--- src/rtl/core/dral_pkg.sv ---
// Package for the delta-rule associative learner: widths, codes, the
// sequencer state type and the control bundle shared by the core modules.
// Depends on nothing.
package dral_pkg;

  // Number of cues is fixed by the per-cue ports of the top level.
  localparam int NUM_CUES  = 4;
  localparam int IDX_W     = (NUM_CUES > 1) ? $clog2(NUM_CUES) : 1;

  // Field widths.
  localparam int CTRL_W    = 2;
  localparam int W_W       = 32;               // weights, target, prediction
  localparam int ACT_W     = 16;               // activations, Q3.12
  localparam int LR_W      = 16;               // learning rate, Q0.16
  localparam int CFG_IDX_W = 3;
  localparam int CFG_DAT_W = 32;

  // Internal arithmetic widths.
  localparam int ERR_W     = W_W + 1;          // target - prediction
  localparam int STEP_W    = W_W + 2;          // rounded rate * error
  localparam int MUL_A_W   = STEP_W;           // wide multiplier operand
  localparam int MUL_B_W   = ACT_W + 1;        // narrow multiplier operand
  localparam int PROD_W    = MUL_A_W + MUL_B_W;
  localparam int ACC_W     = W_W + ACT_W + IDX_W;
  localparam int INC_W     = 38;               // rounded step * activation
  localparam int SUM_W     = INC_W + 1;        // weight + increment

  // Rounding shifts.
  localparam int PRED_SH   = 12;
  localparam int STEP_SH   = 16;
  localparam int INC_SH    = 12;

  // Trial control codes.
  localparam logic [CTRL_W-1:0] CTRL_LEARN  = 2'd0;
  localparam logic [CTRL_W-1:0] CTRL_RELOAD = 2'd1;
  localparam logic [CTRL_W-1:0] CTRL_FROZEN = 2'd2;
  localparam int                CTRL_FREEZE_BIT = 1;

  // Configuration register indexes.
  localparam logic [CFG_IDX_W-1:0] REG_LEARN_RATE = 3'd0;
  localparam logic [CFG_IDX_W-1:0] REG_INIT_W0    = 3'd1;

  // Sequencer states.
  typedef enum logic [3:0] {
    ST_IDLE,
    ST_PRED,
    ST_PDRAIN,
    ST_RND,
    ST_ERR,
    ST_STEP,
    ST_STEPR,
    ST_UPD,
    ST_UDRAIN,
    ST_OUT
  } dral_state_t;

  // Operand selection for the shared multiplier.
  typedef enum logic [1:0] {
    MUL_PRED,
    MUL_STEP,
    MUL_UPD
  } dral_mul_sel_t;

  // Control bundle from the sequencer to the datapath.
  typedef struct packed {
    logic             start;
    logic             reload;
    dral_mul_sel_t    mul_sel;
    logic [IDX_W-1:0] mul_idx;
    logic             acc_en;
    logic             rnd_en;
    logic             err_en;
    logic             step_en;
    logic             inc_en;
    logic             wr_en;
    logic [IDX_W-1:0] wr_idx;
    logic             out_load;
  } dral_ctl_t;

endpackage

--- src/rtl/core/dral_mul.sv ---
// Shared signed multiplier with a registered product.
// Depends on dral_pkg.
module dral_mul (
  input  logic                                clk,
  input  logic signed [dral_pkg::MUL_A_W-1:0] op_a,
  input  logic signed [dral_pkg::MUL_B_W-1:0] op_b,
  output logic signed [dral_pkg::PROD_W-1:0]  prod_r
);
  import dral_pkg::*;

  logic signed [PROD_W-1:0] prod_nxt;

  // One full product per cycle.
  assign prod_nxt = op_a * op_b;

  always_ff @(posedge clk) begin
    prod_r <= prod_nxt;
  end

endmodule

--- src/rtl/core/dral_ctrl.sv ---
// Sequencer of the learner: walks a trial through prediction, error, step
// and weight update on the shared multiplier. Depends on dral_pkg.
module dral_ctrl (
  input  logic                          clk,
  input  logic                          rst_n,
  input  logic                          in_valid,
  input  logic [dral_pkg::CTRL_W-1:0]   in_trial_control,
  input  logic                          out_stall,
  output logic                          in_stall,
  output logic                          out_valid,
  output dral_pkg::dral_ctl_t           ctl
);
  import dral_pkg::*;

  localparam logic [IDX_W-1:0] LAST_IDX = IDX_W'(NUM_CUES - 1);

  dral_state_t      state_r, state_nxt;
  logic [IDX_W-1:0] idx_r, idx_nxt;
  logic             frozen_r, frozen_nxt;
  logic             p1_valid_r, p1_valid_nxt;
  logic [IDX_W-1:0] p1_idx_r, p1_idx_nxt;
  logic             p2_valid_r, p2_valid_nxt;
  logic [IDX_W-1:0] p2_idx_r, p2_idx_nxt;
  logic             out_valid_r, out_valid_nxt;

  // State and pipeline tag registers.
  always_ff @(posedge clk) begin
    if (!rst_n) begin
      state_r     <= ST_IDLE;
      idx_r       <= '0;
      frozen_r    <= 1'b0;
      p1_valid_r  <= 1'b0;
      p1_idx_r    <= '0;
      p2_valid_r  <= 1'b0;
      p2_idx_r    <= '0;
      out_valid_r <= 1'b0;
    end else begin
      state_r     <= state_nxt;
      idx_r       <= idx_nxt;
      frozen_r    <= frozen_nxt;
      p1_valid_r  <= p1_valid_nxt;
      p1_idx_r    <= p1_idx_nxt;
      p2_valid_r  <= p2_valid_nxt;
      p2_idx_r    <= p2_idx_nxt;
      out_valid_r <= out_valid_nxt;
    end
  end

  // Next state and control outputs.
  always_comb begin
    state_nxt  = state_r;
    idx_nxt    = idx_r;
    frozen_nxt = frozen_r;
    ctl        = '0;
    ctl.mul_sel = MUL_PRED;
    ctl.mul_idx = idx_r;

    case (state_r)
      ST_IDLE: begin
        if (in_valid) begin
          ctl.start  = 1'b1;
          ctl.reload = (in_trial_control == CTRL_RELOAD);
          frozen_nxt = in_trial_control[CTRL_FREEZE_BIT];
          idx_nxt    = '0;
          state_nxt  = ST_PRED;
        end
      end
      ST_PRED: begin
        ctl.mul_sel = MUL_PRED;
        if (idx_r == LAST_IDX) begin
          idx_nxt   = '0;
          state_nxt = ST_PDRAIN;
        end else begin
          idx_nxt = idx_r + IDX_W'(1);
        end
      end
      ST_PDRAIN: state_nxt = ST_RND;
      ST_RND: begin
        ctl.rnd_en = 1'b1;
        state_nxt  = ST_ERR;
      end
      ST_ERR: begin
        ctl.err_en = 1'b1;
        state_nxt  = frozen_r ? ST_OUT : ST_STEP;
      end
      ST_STEP: begin
        ctl.mul_sel = MUL_STEP;
        state_nxt   = ST_STEPR;
      end
      ST_STEPR: begin
        ctl.step_en = 1'b1;
        idx_nxt     = '0;
        state_nxt   = ST_UPD;
      end
      ST_UPD: begin
        ctl.mul_sel = MUL_UPD;
        if (idx_r == LAST_IDX) begin
          idx_nxt   = '0;
          state_nxt = ST_UDRAIN;
        end else begin
          idx_nxt = idx_r + IDX_W'(1);
        end
      end
      ST_UDRAIN: begin
        if (!p1_valid_r && !p2_valid_r) begin
          state_nxt = ST_OUT;
        end
      end
      ST_OUT: begin
        if (!out_valid_r || !out_stall) begin
          ctl.out_load = 1'b1;
          state_nxt    = ST_IDLE;
        end
      end
      default: state_nxt = ST_IDLE;
    endcase

    // Products of the prediction pass accumulate in the cycle after issue.
    ctl.acc_en = p1_valid_r && (state_r inside {ST_PRED, ST_PDRAIN});
    // Products of the update pass are rounded, then added to the weight.
    ctl.inc_en = p1_valid_r && (state_r inside {ST_UPD, ST_UDRAIN});
    ctl.wr_en  = p2_valid_r;
    ctl.wr_idx = p2_idx_r;
  end

  // Tags that follow each product down the product pipeline.
  always_comb begin
    p1_valid_nxt = (state_r == ST_PRED) || (state_r == ST_UPD);
    p1_idx_nxt   = idx_r;
    p2_valid_nxt = ctl.inc_en;
    p2_idx_nxt   = p1_idx_r;
  end

  // Result beat is held until taken.
  always_comb begin
    if (ctl.out_load) begin
      out_valid_nxt = 1'b1;
    end else if (!out_stall) begin
      out_valid_nxt = 1'b0;
    end else begin
      out_valid_nxt = out_valid_r;
    end
  end

  assign in_stall  = (state_r != ST_IDLE);
  assign out_valid = out_valid_r;

endmodule

--- src/rtl/core/delta_rule_associative_learner_unit.sv ---
// Top level of the delta-rule associative learner: configuration registers,
// cue weights, trial datapath and result register.
// Depends on dral_pkg, dral_mul and dral_ctrl.
//
//   Channel  Direction  Handshake             Beat contents
//   in_      input      in_valid / in_stall   trial control, target, cue activations
//   out_     output     out_valid / out_stall prediction, new cue weights
//   cfg_     input      cfg_valid / cfg_ready register index and write data
//
// A learning trial keeps the block busy through prediction, error, step
// and weight update, a frozen trial through prediction and error only;
// every product goes through the one shared multiplier, one per cycle.
// Reset (rst_n low, synchronous) clears weights, configuration registers and control.
// A result beat waits in the output register under out_stall; a new trial
// is taken meanwhile, and its result waits until the register is free.
// Configuration writes are always taken (cfg_ready is tied high).
module delta_rule_associative_learner_unit (
  input  logic                                clk,
  input  logic                                rst_n,
  // Trial input
  input  logic                                in_valid,
  output logic                                in_stall,
  input  logic [dral_pkg::CTRL_W-1:0]         in_trial_control,
  input  logic signed [dral_pkg::W_W-1:0]     in_target_strength,
  input  logic signed [dral_pkg::ACT_W-1:0]   in_cue_act_0,
  input  logic signed [dral_pkg::ACT_W-1:0]   in_cue_act_1,
  input  logic signed [dral_pkg::ACT_W-1:0]   in_cue_act_2,
  input  logic signed [dral_pkg::ACT_W-1:0]   in_cue_act_3,
  // Result output
  output logic                                out_valid,
  input  logic                                out_stall,
  output logic signed [dral_pkg::W_W-1:0]     out_prediction,
  output logic signed [dral_pkg::W_W-1:0]     out_new_weight_0,
  output logic signed [dral_pkg::W_W-1:0]     out_new_weight_1,
  output logic signed [dral_pkg::W_W-1:0]     out_new_weight_2,
  output logic signed [dral_pkg::W_W-1:0]     out_new_weight_3,
  // Configuration writes
  input  logic                                cfg_valid,
  output logic                                cfg_ready,
  input  logic [dral_pkg::CFG_IDX_W-1:0]      cfg_index,
  input  logic [dral_pkg::CFG_DAT_W-1:0]      cfg_data
);
  import dral_pkg::*;

  localparam logic signed [ACC_W-1:0]  PRED_HALF = ACC_W'(1) << (PRED_SH - 1);
  localparam logic signed [PROD_W-1:0] STEP_HALF = PROD_W'(1) << (STEP_SH - 1);
  localparam logic signed [PROD_W-1:0] INC_HALF  = PROD_W'(1) << (INC_SH - 1);
  localparam logic signed [W_W-1:0]    W_MAX     = {1'b0, {(W_W-1){1'b1}}};
  localparam logic signed [W_W-1:0]    W_MIN     = {1'b1, {(W_W-1){1'b0}}};

  dral_ctl_t ctl;

  logic [LR_W-1:0]          lr_r;
  logic signed [W_W-1:0]    init_w_r [NUM_CUES];
  logic signed [W_W-1:0]    w_r      [NUM_CUES];
  logic signed [W_W-1:0]    target_r;
  logic signed [ACT_W-1:0]  act_r    [NUM_CUES];
  logic signed [ACT_W-1:0]  in_act   [NUM_CUES];
  logic signed [ACC_W-1:0]  acc_r;
  logic signed [W_W-1:0]    pred_r;
  logic signed [ERR_W-1:0]  err_r;
  logic signed [STEP_W-1:0] step_r;
  logic signed [INC_W-1:0]  inc_r;
  logic signed [W_W-1:0]    out_pred_r;
  logic signed [W_W-1:0]    out_w_r  [NUM_CUES];

  logic signed [MUL_A_W-1:0] op_a;
  logic signed [MUL_B_W-1:0] op_b;
  logic signed [PROD_W-1:0]  prod_r;

  logic signed [ACC_W-1:0]  acc_rnd;
  logic signed [W_W-1:0]    pred_nxt;
  logic signed [ERR_W-1:0]  err_nxt;
  logic signed [PROD_W-1:0] step_rnd;
  logic signed [PROD_W-1:0] inc_rnd;
  logic signed [SUM_W-1:0]  w_sum;
  logic signed [W_W-1:0]    w_upd;
  logic                     cfg_we;

  assign in_act[0] = in_cue_act_0;
  assign in_act[1] = in_cue_act_1;
  assign in_act[2] = in_cue_act_2;
  assign in_act[3] = in_cue_act_3;

  // Sequencer.
  dral_ctrl u_ctrl (
    .clk              (clk),
    .rst_n            (rst_n),
    .in_valid         (in_valid),
    .in_trial_control (in_trial_control),
    .out_stall        (out_stall),
    .in_stall         (in_stall),
    .out_valid        (out_valid),
    .ctl              (ctl)
  );

  // Operand selection for the shared multiplier.
  always_comb begin
    case (ctl.mul_sel)
      MUL_STEP: begin
        op_a = {{(MUL_A_W-ERR_W){err_r[ERR_W-1]}}, err_r};
        op_b = {1'b0, lr_r};
      end
      MUL_UPD: begin
        op_a = step_r;
        op_b = {act_r[ctl.mul_idx][ACT_W-1], act_r[ctl.mul_idx]};
      end
      default: begin
        op_a = {{(MUL_A_W-W_W){w_r[ctl.mul_idx][W_W-1]}}, w_r[ctl.mul_idx]};
        op_b = {act_r[ctl.mul_idx][ACT_W-1], act_r[ctl.mul_idx]};
      end
    endcase
  end

  dral_mul u_mul (
    .clk    (clk),
    .op_a   (op_a),
    .op_b   (op_b),
    .prod_r (prod_r)
  );

  // Configuration registers; indexes past the last weight are dropped.
  assign cfg_ready = 1'b1;
  assign cfg_we    = cfg_valid && cfg_ready;

  always_ff @(posedge clk) begin
    if (!rst_n) begin
      lr_r <= '0;
      for (int k = 0; k < NUM_CUES; k++) begin
        init_w_r[k] <= '0;
      end
    end else if (cfg_we) begin
      if (cfg_index == REG_LEARN_RATE) begin
        lr_r <= cfg_data[LR_W-1:0];
      end
      for (int k = 0; k < NUM_CUES; k++) begin
        if (cfg_index == REG_INIT_W0 + CFG_IDX_W'(k)) begin
          init_w_r[k] <= cfg_data[W_W-1:0];
        end
      end
    end
  end

  // Round the exact sum to Q15.16 and saturate it.
  always_comb begin
    acc_rnd = acc_r + PRED_HALF;
    if (acc_rnd[ACC_W-1:W_W+PRED_SH-1] == '0 ||
        acc_rnd[ACC_W-1:W_W+PRED_SH-1] == '1) begin
      pred_nxt = acc_rnd[W_W+PRED_SH-1:PRED_SH];
    end else begin
      pred_nxt = acc_rnd[ACC_W-1] ? W_MIN : W_MAX;
    end
  end

  assign err_nxt  = {target_r[W_W-1], target_r} - {pred_r[W_W-1], pred_r};
  assign step_rnd = prod_r + STEP_HALF;
  assign inc_rnd  = prod_r + INC_HALF;

  // Weight plus increment, saturated.
  always_comb begin
    w_sum = {{(SUM_W-W_W){w_r[ctl.wr_idx][W_W-1]}}, w_r[ctl.wr_idx]}
          + {inc_r[INC_W-1], inc_r};
    if (w_sum[SUM_W-1:W_W-1] == '0 || w_sum[SUM_W-1:W_W-1] == '1) begin
      w_upd = w_sum[W_W-1:0];
    end else begin
      w_upd = w_sum[SUM_W-1] ? W_MIN : W_MAX;
    end
  end

  // Cue weights: reload on a reload trial, one write per updated cue.
  always_ff @(posedge clk) begin
    if (!rst_n) begin
      for (int k = 0; k < NUM_CUES; k++) begin
        w_r[k] <= '0;
      end
    end else if (ctl.reload) begin
      for (int k = 0; k < NUM_CUES; k++) begin
        w_r[k] <= init_w_r[k];
      end
    end else if (ctl.wr_en) begin
      w_r[ctl.wr_idx] <= w_upd;
    end
  end

  // Trial datapath registers.
  always_ff @(posedge clk) begin
    if (ctl.start) begin
      target_r <= in_target_strength;
      for (int k = 0; k < NUM_CUES; k++) begin
        act_r[k] <= in_act[k];
      end
      acc_r <= '0;
    end else if (ctl.acc_en) begin
      acc_r <= acc_r + prod_r[ACC_W-1:0];
    end
    if (ctl.rnd_en) begin
      pred_r <= pred_nxt;
    end
    if (ctl.err_en) begin
      err_r <= err_nxt;
    end
    if (ctl.step_en) begin
      step_r <= step_rnd[STEP_SH+STEP_W-1:STEP_SH];
    end
    if (ctl.inc_en) begin
      inc_r <= inc_rnd[INC_SH+INC_W-1:INC_SH];
    end
  end

  // Result register.
  always_ff @(posedge clk) begin
    if (ctl.out_load) begin
      out_pred_r <= pred_r;
      for (int k = 0; k < NUM_CUES; k++) begin
        out_w_r[k] <= w_r[k];
      end
    end
  end

  assign out_prediction   = out_pred_r;
  assign out_new_weight_0 = out_w_r[0];
  assign out_new_weight_1 = out_w_r[1];
  assign out_new_weight_2 = out_w_r[2];
  assign out_new_weight_3 = out_w_r[3];

endmodule

--- config.mk ---
export PLATFORM = sky130hd
export DESIGN_NAME = delta_rule_associative_learner_unit
export DESIGN_NICKNAME = d
export VERILOG_FILES = /design/src/rtl/core/dral_pkg.sv /design/src/rtl/core/dral_mul.sv /design/src/rtl/core/dral_ctrl.sv /design/src/rtl/core/delta_rule_associative_learner_unit.sv
export SDC_FILE = /design/constraint.sdc
export NUM_CORES = 2
export LEC_CHECK = 0
export BUFFER_PORTS_ARGS = -buffer_cell sky130_fd_sc_hd__buf_2
export CAP_MARGIN = 40
export CORE_MARGIN = 3
export CORE_UTILIZATION = 23
export DETAILED_ROUTE_END_ITERATION = 12
export PLACE_DENSITY = 0.44
export SLEW_MARGIN = 20
export SYNTH_ARGS = -nofsm -noshare
export SYNTH_HDL_FRONTEND = slang
export SYNTH_SLANG_ARGS = --single-unit
--- constraint.sdc ---
create_clock -name clk -period 14.4 [get_ports clk]
set_input_delay 0.72 -clock clk [delete_from_list [all_inputs] [get_ports clk]]
set_output_delay 0.72 -clock clk [all_outputs]
set_load 0.01 [all_outputs]
==> run_results.csv <==
group,metric,value,unit
sta,rsz0062_at_grt,"false",
synth,synth-seq-cells,781,
cells_and_area,final_cell_area,0.0650,mm2
placement,dpl_cell_area,0.0619,mm2
worst_setup_path,endpoint_kind,"flip-flop",
synth,synthesis.nets,6015,
placement,dp_hpwl,157000,um
synth,synth_edf_count,649,
sta,setup_violations,0,
global_routing,first_global_vias,41700,
drt,drcViolationCount,0,
worst_hold_path,hold_path_depth,1,
worst_setup_path,reg2reg_depth,29,
clocking,cts_hold_buf,0,
worst_setup_path,cpPeakStageDelay,710,ps
worst_setup_path,crit_path_frequent_cell,"fa_1",
worst_setup_path,regToRegEndpoint,"u_mul.prod_r[44]$_DFF_P_",
worst_setup_path,reg2reg_from,"u_ctrl.state_r[0]$_SDFFE_PN0P_",
synth,async_reset_ff_share,0,%
floorplan,die_w,500,um
drt,vias,40100,
cells_and_area,nets,6287,
worst_setup_path,required,15030,ps
worst_hold_path,min-delay-start,"in_target_strength[25]",
clocking,clkTransAtPathRegs,60,ps
worst_setup_path,rrSetupSlack,4040,ps
run_status,outcome,"finished, final reports clean",
clocking,htree_levels,3,
sta,fin_crit,10360,ps
synth,yosysSeqAreaShare,39.4,%
worst_setup_path,slowest_stage,"a211oi_1",
cells_and_area,areaGrowthSynthToFinish,15.7,%
sta,hold_viol_final,0,
cells_and_area,layout-drive-gt1-share,13.0,%
worst_setup_path,startpoint_type,"flip-flop",
floorplan,core_area,0.242,mm2
floorplan,dieArea,0.250,mm2
synth,avgSynthCellArea,11.1,um2
worst_setup_path,crit_arrival,10990,ps
clocking,cts_root_buf,"clkbuf_16",
sta,drv_slew,0,
flow_run,maxCapViolations,0,
synth,synth_cell_types,87,
sta,fin_crit_sh,72.0,%
clocking,cts_setup_buffers,0,
floorplan,pin_count,301,
worst_setup_path,crit_type,"flip-flop to flip-flop",
placement,portBuffers,299,
drt,wl,204000,um
synth,syn_area,0.0562,mm2
synth,synth_ff_type,"edfxtp_1",
global_routing,grt_overflow_total,0,
sta,max_freq,0.0965,GHz
clocking,cts_sinks,781,
global_routing,grt_pass1_wl,298000,um
global_routing,grt_max_degree,69,
cells_and_area,mostFrequentLayoutCell,"edfxtp_1",
clocking,cts_tree,"done",
cells_and_area,final_cell_mix,"649 x edfxtp_1, 641 x inv_1, 593 x nand2_1",
worst_hold_path,hold_path.class,"primary input to flip-flop",
drt,drtPass1Iterations,5,
synth,netlist_instances,5087,
worst_hold_path,hold_end,"target_r[25]$_DFFE_PP_",
clocking,cts_buffers,89,
drt,drt_first_iter_violations,3559,
sta,slew_headroom,21.8,%
drt,vias_per_cell,4.65,
sta,worst_slew_pin_slew,1170,ps
placement,gp_congestion,0.904,
worst_setup_path,cp-startpoint,"u_ctrl.state_r[0]$_SDFFE_PN0P_",
clocking,cts_resized,0,
sta,tns,0,ps
synth,yosys_warnings,0,
drt,antenna_left,0,
cells_and_area,post-route-util,26.9,%
floorplan,std_cell_rows,180,
drt,avgRoutedWirePerCell,23.6,um
worst_setup_path,critPathMaxFanout,46,
global_routing,antenna_found_initial,16,
sta,fin_skew,54.0,ps
floorplan,initial_utilization,23.2,%
global_routing,grt_usage,16.1,%
clocking,clk_latency,730,ps
clocking,clockBufferDepth,3,
floorplan,die_y,500,um
kinds of logic (layout without fill, tap and decap cells):
kind of cell,Yosys count,count (layout),synth area share [%]
adders and majority gates,790,790,24.9
and+or+nand+nor,1484,1484,12.0
muxes,136,136,4.23
xor gates and xnor gates,255,255,3.97
other,1,4,0.00667
DFF,781,781,39.4
AOI/OAI and AO/OA,783,783,9.69
buffers and inverters,857,1203,5.89
cell usage after synthesis, types with 6 or more instances:
library cell  count  share of area [%]
a2111oi_0         7               0.11
mux4_2           80                3.2
and2_1          152                1.7
nand3_1          72               0.64
a31oi_1          16               0.18
nor4_1            7              0.078
a211oi_1         16               0.21
nand2b_1         34               0.38
and4_1            9               0.14
nor4b_1           7               0.11
nand4_1          24               0.27
nor3b_1           7              0.093
a22oi_1          32               0.43
o31a_1            6              0.093
inv_1           641                4.3
dfxtp_1         132                4.7
mux2i_1          43               0.77
mux2_2           13               0.26
buf_6             9               0.18
nor2_1          422                2.8
o21ai_0          94               0.84
nor2b_1          27               0.30
clkbuf_1        159                1.1
buf_2            20               0.18
a21o_1           73               0.97
edfxtp_1        649                 35
or2_2             8              0.089
nand2_1         598                4.0
a21boi_0         10               0.13
or3_1            11               0.12
o211ai_1         15               0.20
and3_1           36               0.40
o21bai_1         23               0.31
xor2_1          103                1.6
o21a_1           61               0.81
fa_1            548                 20
a21oi_1         213                1.9
o31ai_1           9               0.12
nor3_1           43               0.38
a221o_1         125                2.2
ha_1            242                5.4
o2111ai_1         6              0.093
xnor2_1         152                2.4
buf_1            25               0.17
o21ai_1          33               0.29
per-layer routing:
layer	routed length, um	GRT usage (%)	part of all wire [%]
met1	95300	23.2	47
met2	89200	24.9	44
met3	14200	3.06	6.9
met4	4900	3.89	2.4
met5	34	0	0.017
registers in the layout, indices dropped and copies added (netlist names), 2 cells and up, named ones only:
name,count
u_ctrl.state_r,4
target_r,32
u_ctrl.p2_idx_r,2
acc_r,50
lr_r,16
w_r,128
step_r,34
inc_r,38
err_r,33
act_r,64
pred_r,32
u_ctrl.idx_r,2
u_ctrl.p1_idx_r,2
u_mul.prod_r,50
init_w_r,128
out_w_r,128
out_prediction,32
critical path, delay by kind of cell, from the launching register on:
kind | cells | cell delay [ps]
adders and majority gates | 8 | 3610
AOI/OAI and AO/OA | 9 | 3110
buffers and inverters | 5 | 1350
and+or+nand+nor | 6 | 1300
DFF | 1 | 640
xor gates and xnor gates | 1 | 150
cell type report:
type	instances	area, um2
Sequential cell	781	22100
Clock inverter	57	612
Inverter	643	2410
Tap cell	3185	3990
Fill cell	25500	177000
Multi-Input combinational cell	3449	31000
Timing Repair Buffer	395	2460
Antenna cell	3	7.51
Clock buffer	108	2380
worst max-delay path by stage:
stage	depth (start not counted)	slack, ps	to
floorplan	4	5070	out_prediction[0]$_DFFE_PP_
global placement	28	4070	u_mul.prod_r[48]$_DFF_P_
global route	29	3320	u_mul.prod_r[48]$_DFF_P_
detailed placement	29	4130	u_mul.prod_r[48]$_DFF_P_
CTS	29	4040	u_mul.prod_r[48]$_DFF_P_
finish	29	4040	u_mul.prod_r[44]$_DFF_P_
stage by stage:
stage	worst slack (ps)	hold slack (ps)	instances
final	4040	152	8621
after global routing	3320	99.6	8618
after CTS	4040	61.6	8611
after detailed placement	4130	418	8446
after global placement	4070	419	8422
after floorplan	5070	412	5087
Power is not shown: default switching activity piles up to over one toggle a cycle in this logic, so the estimate is an artifact.
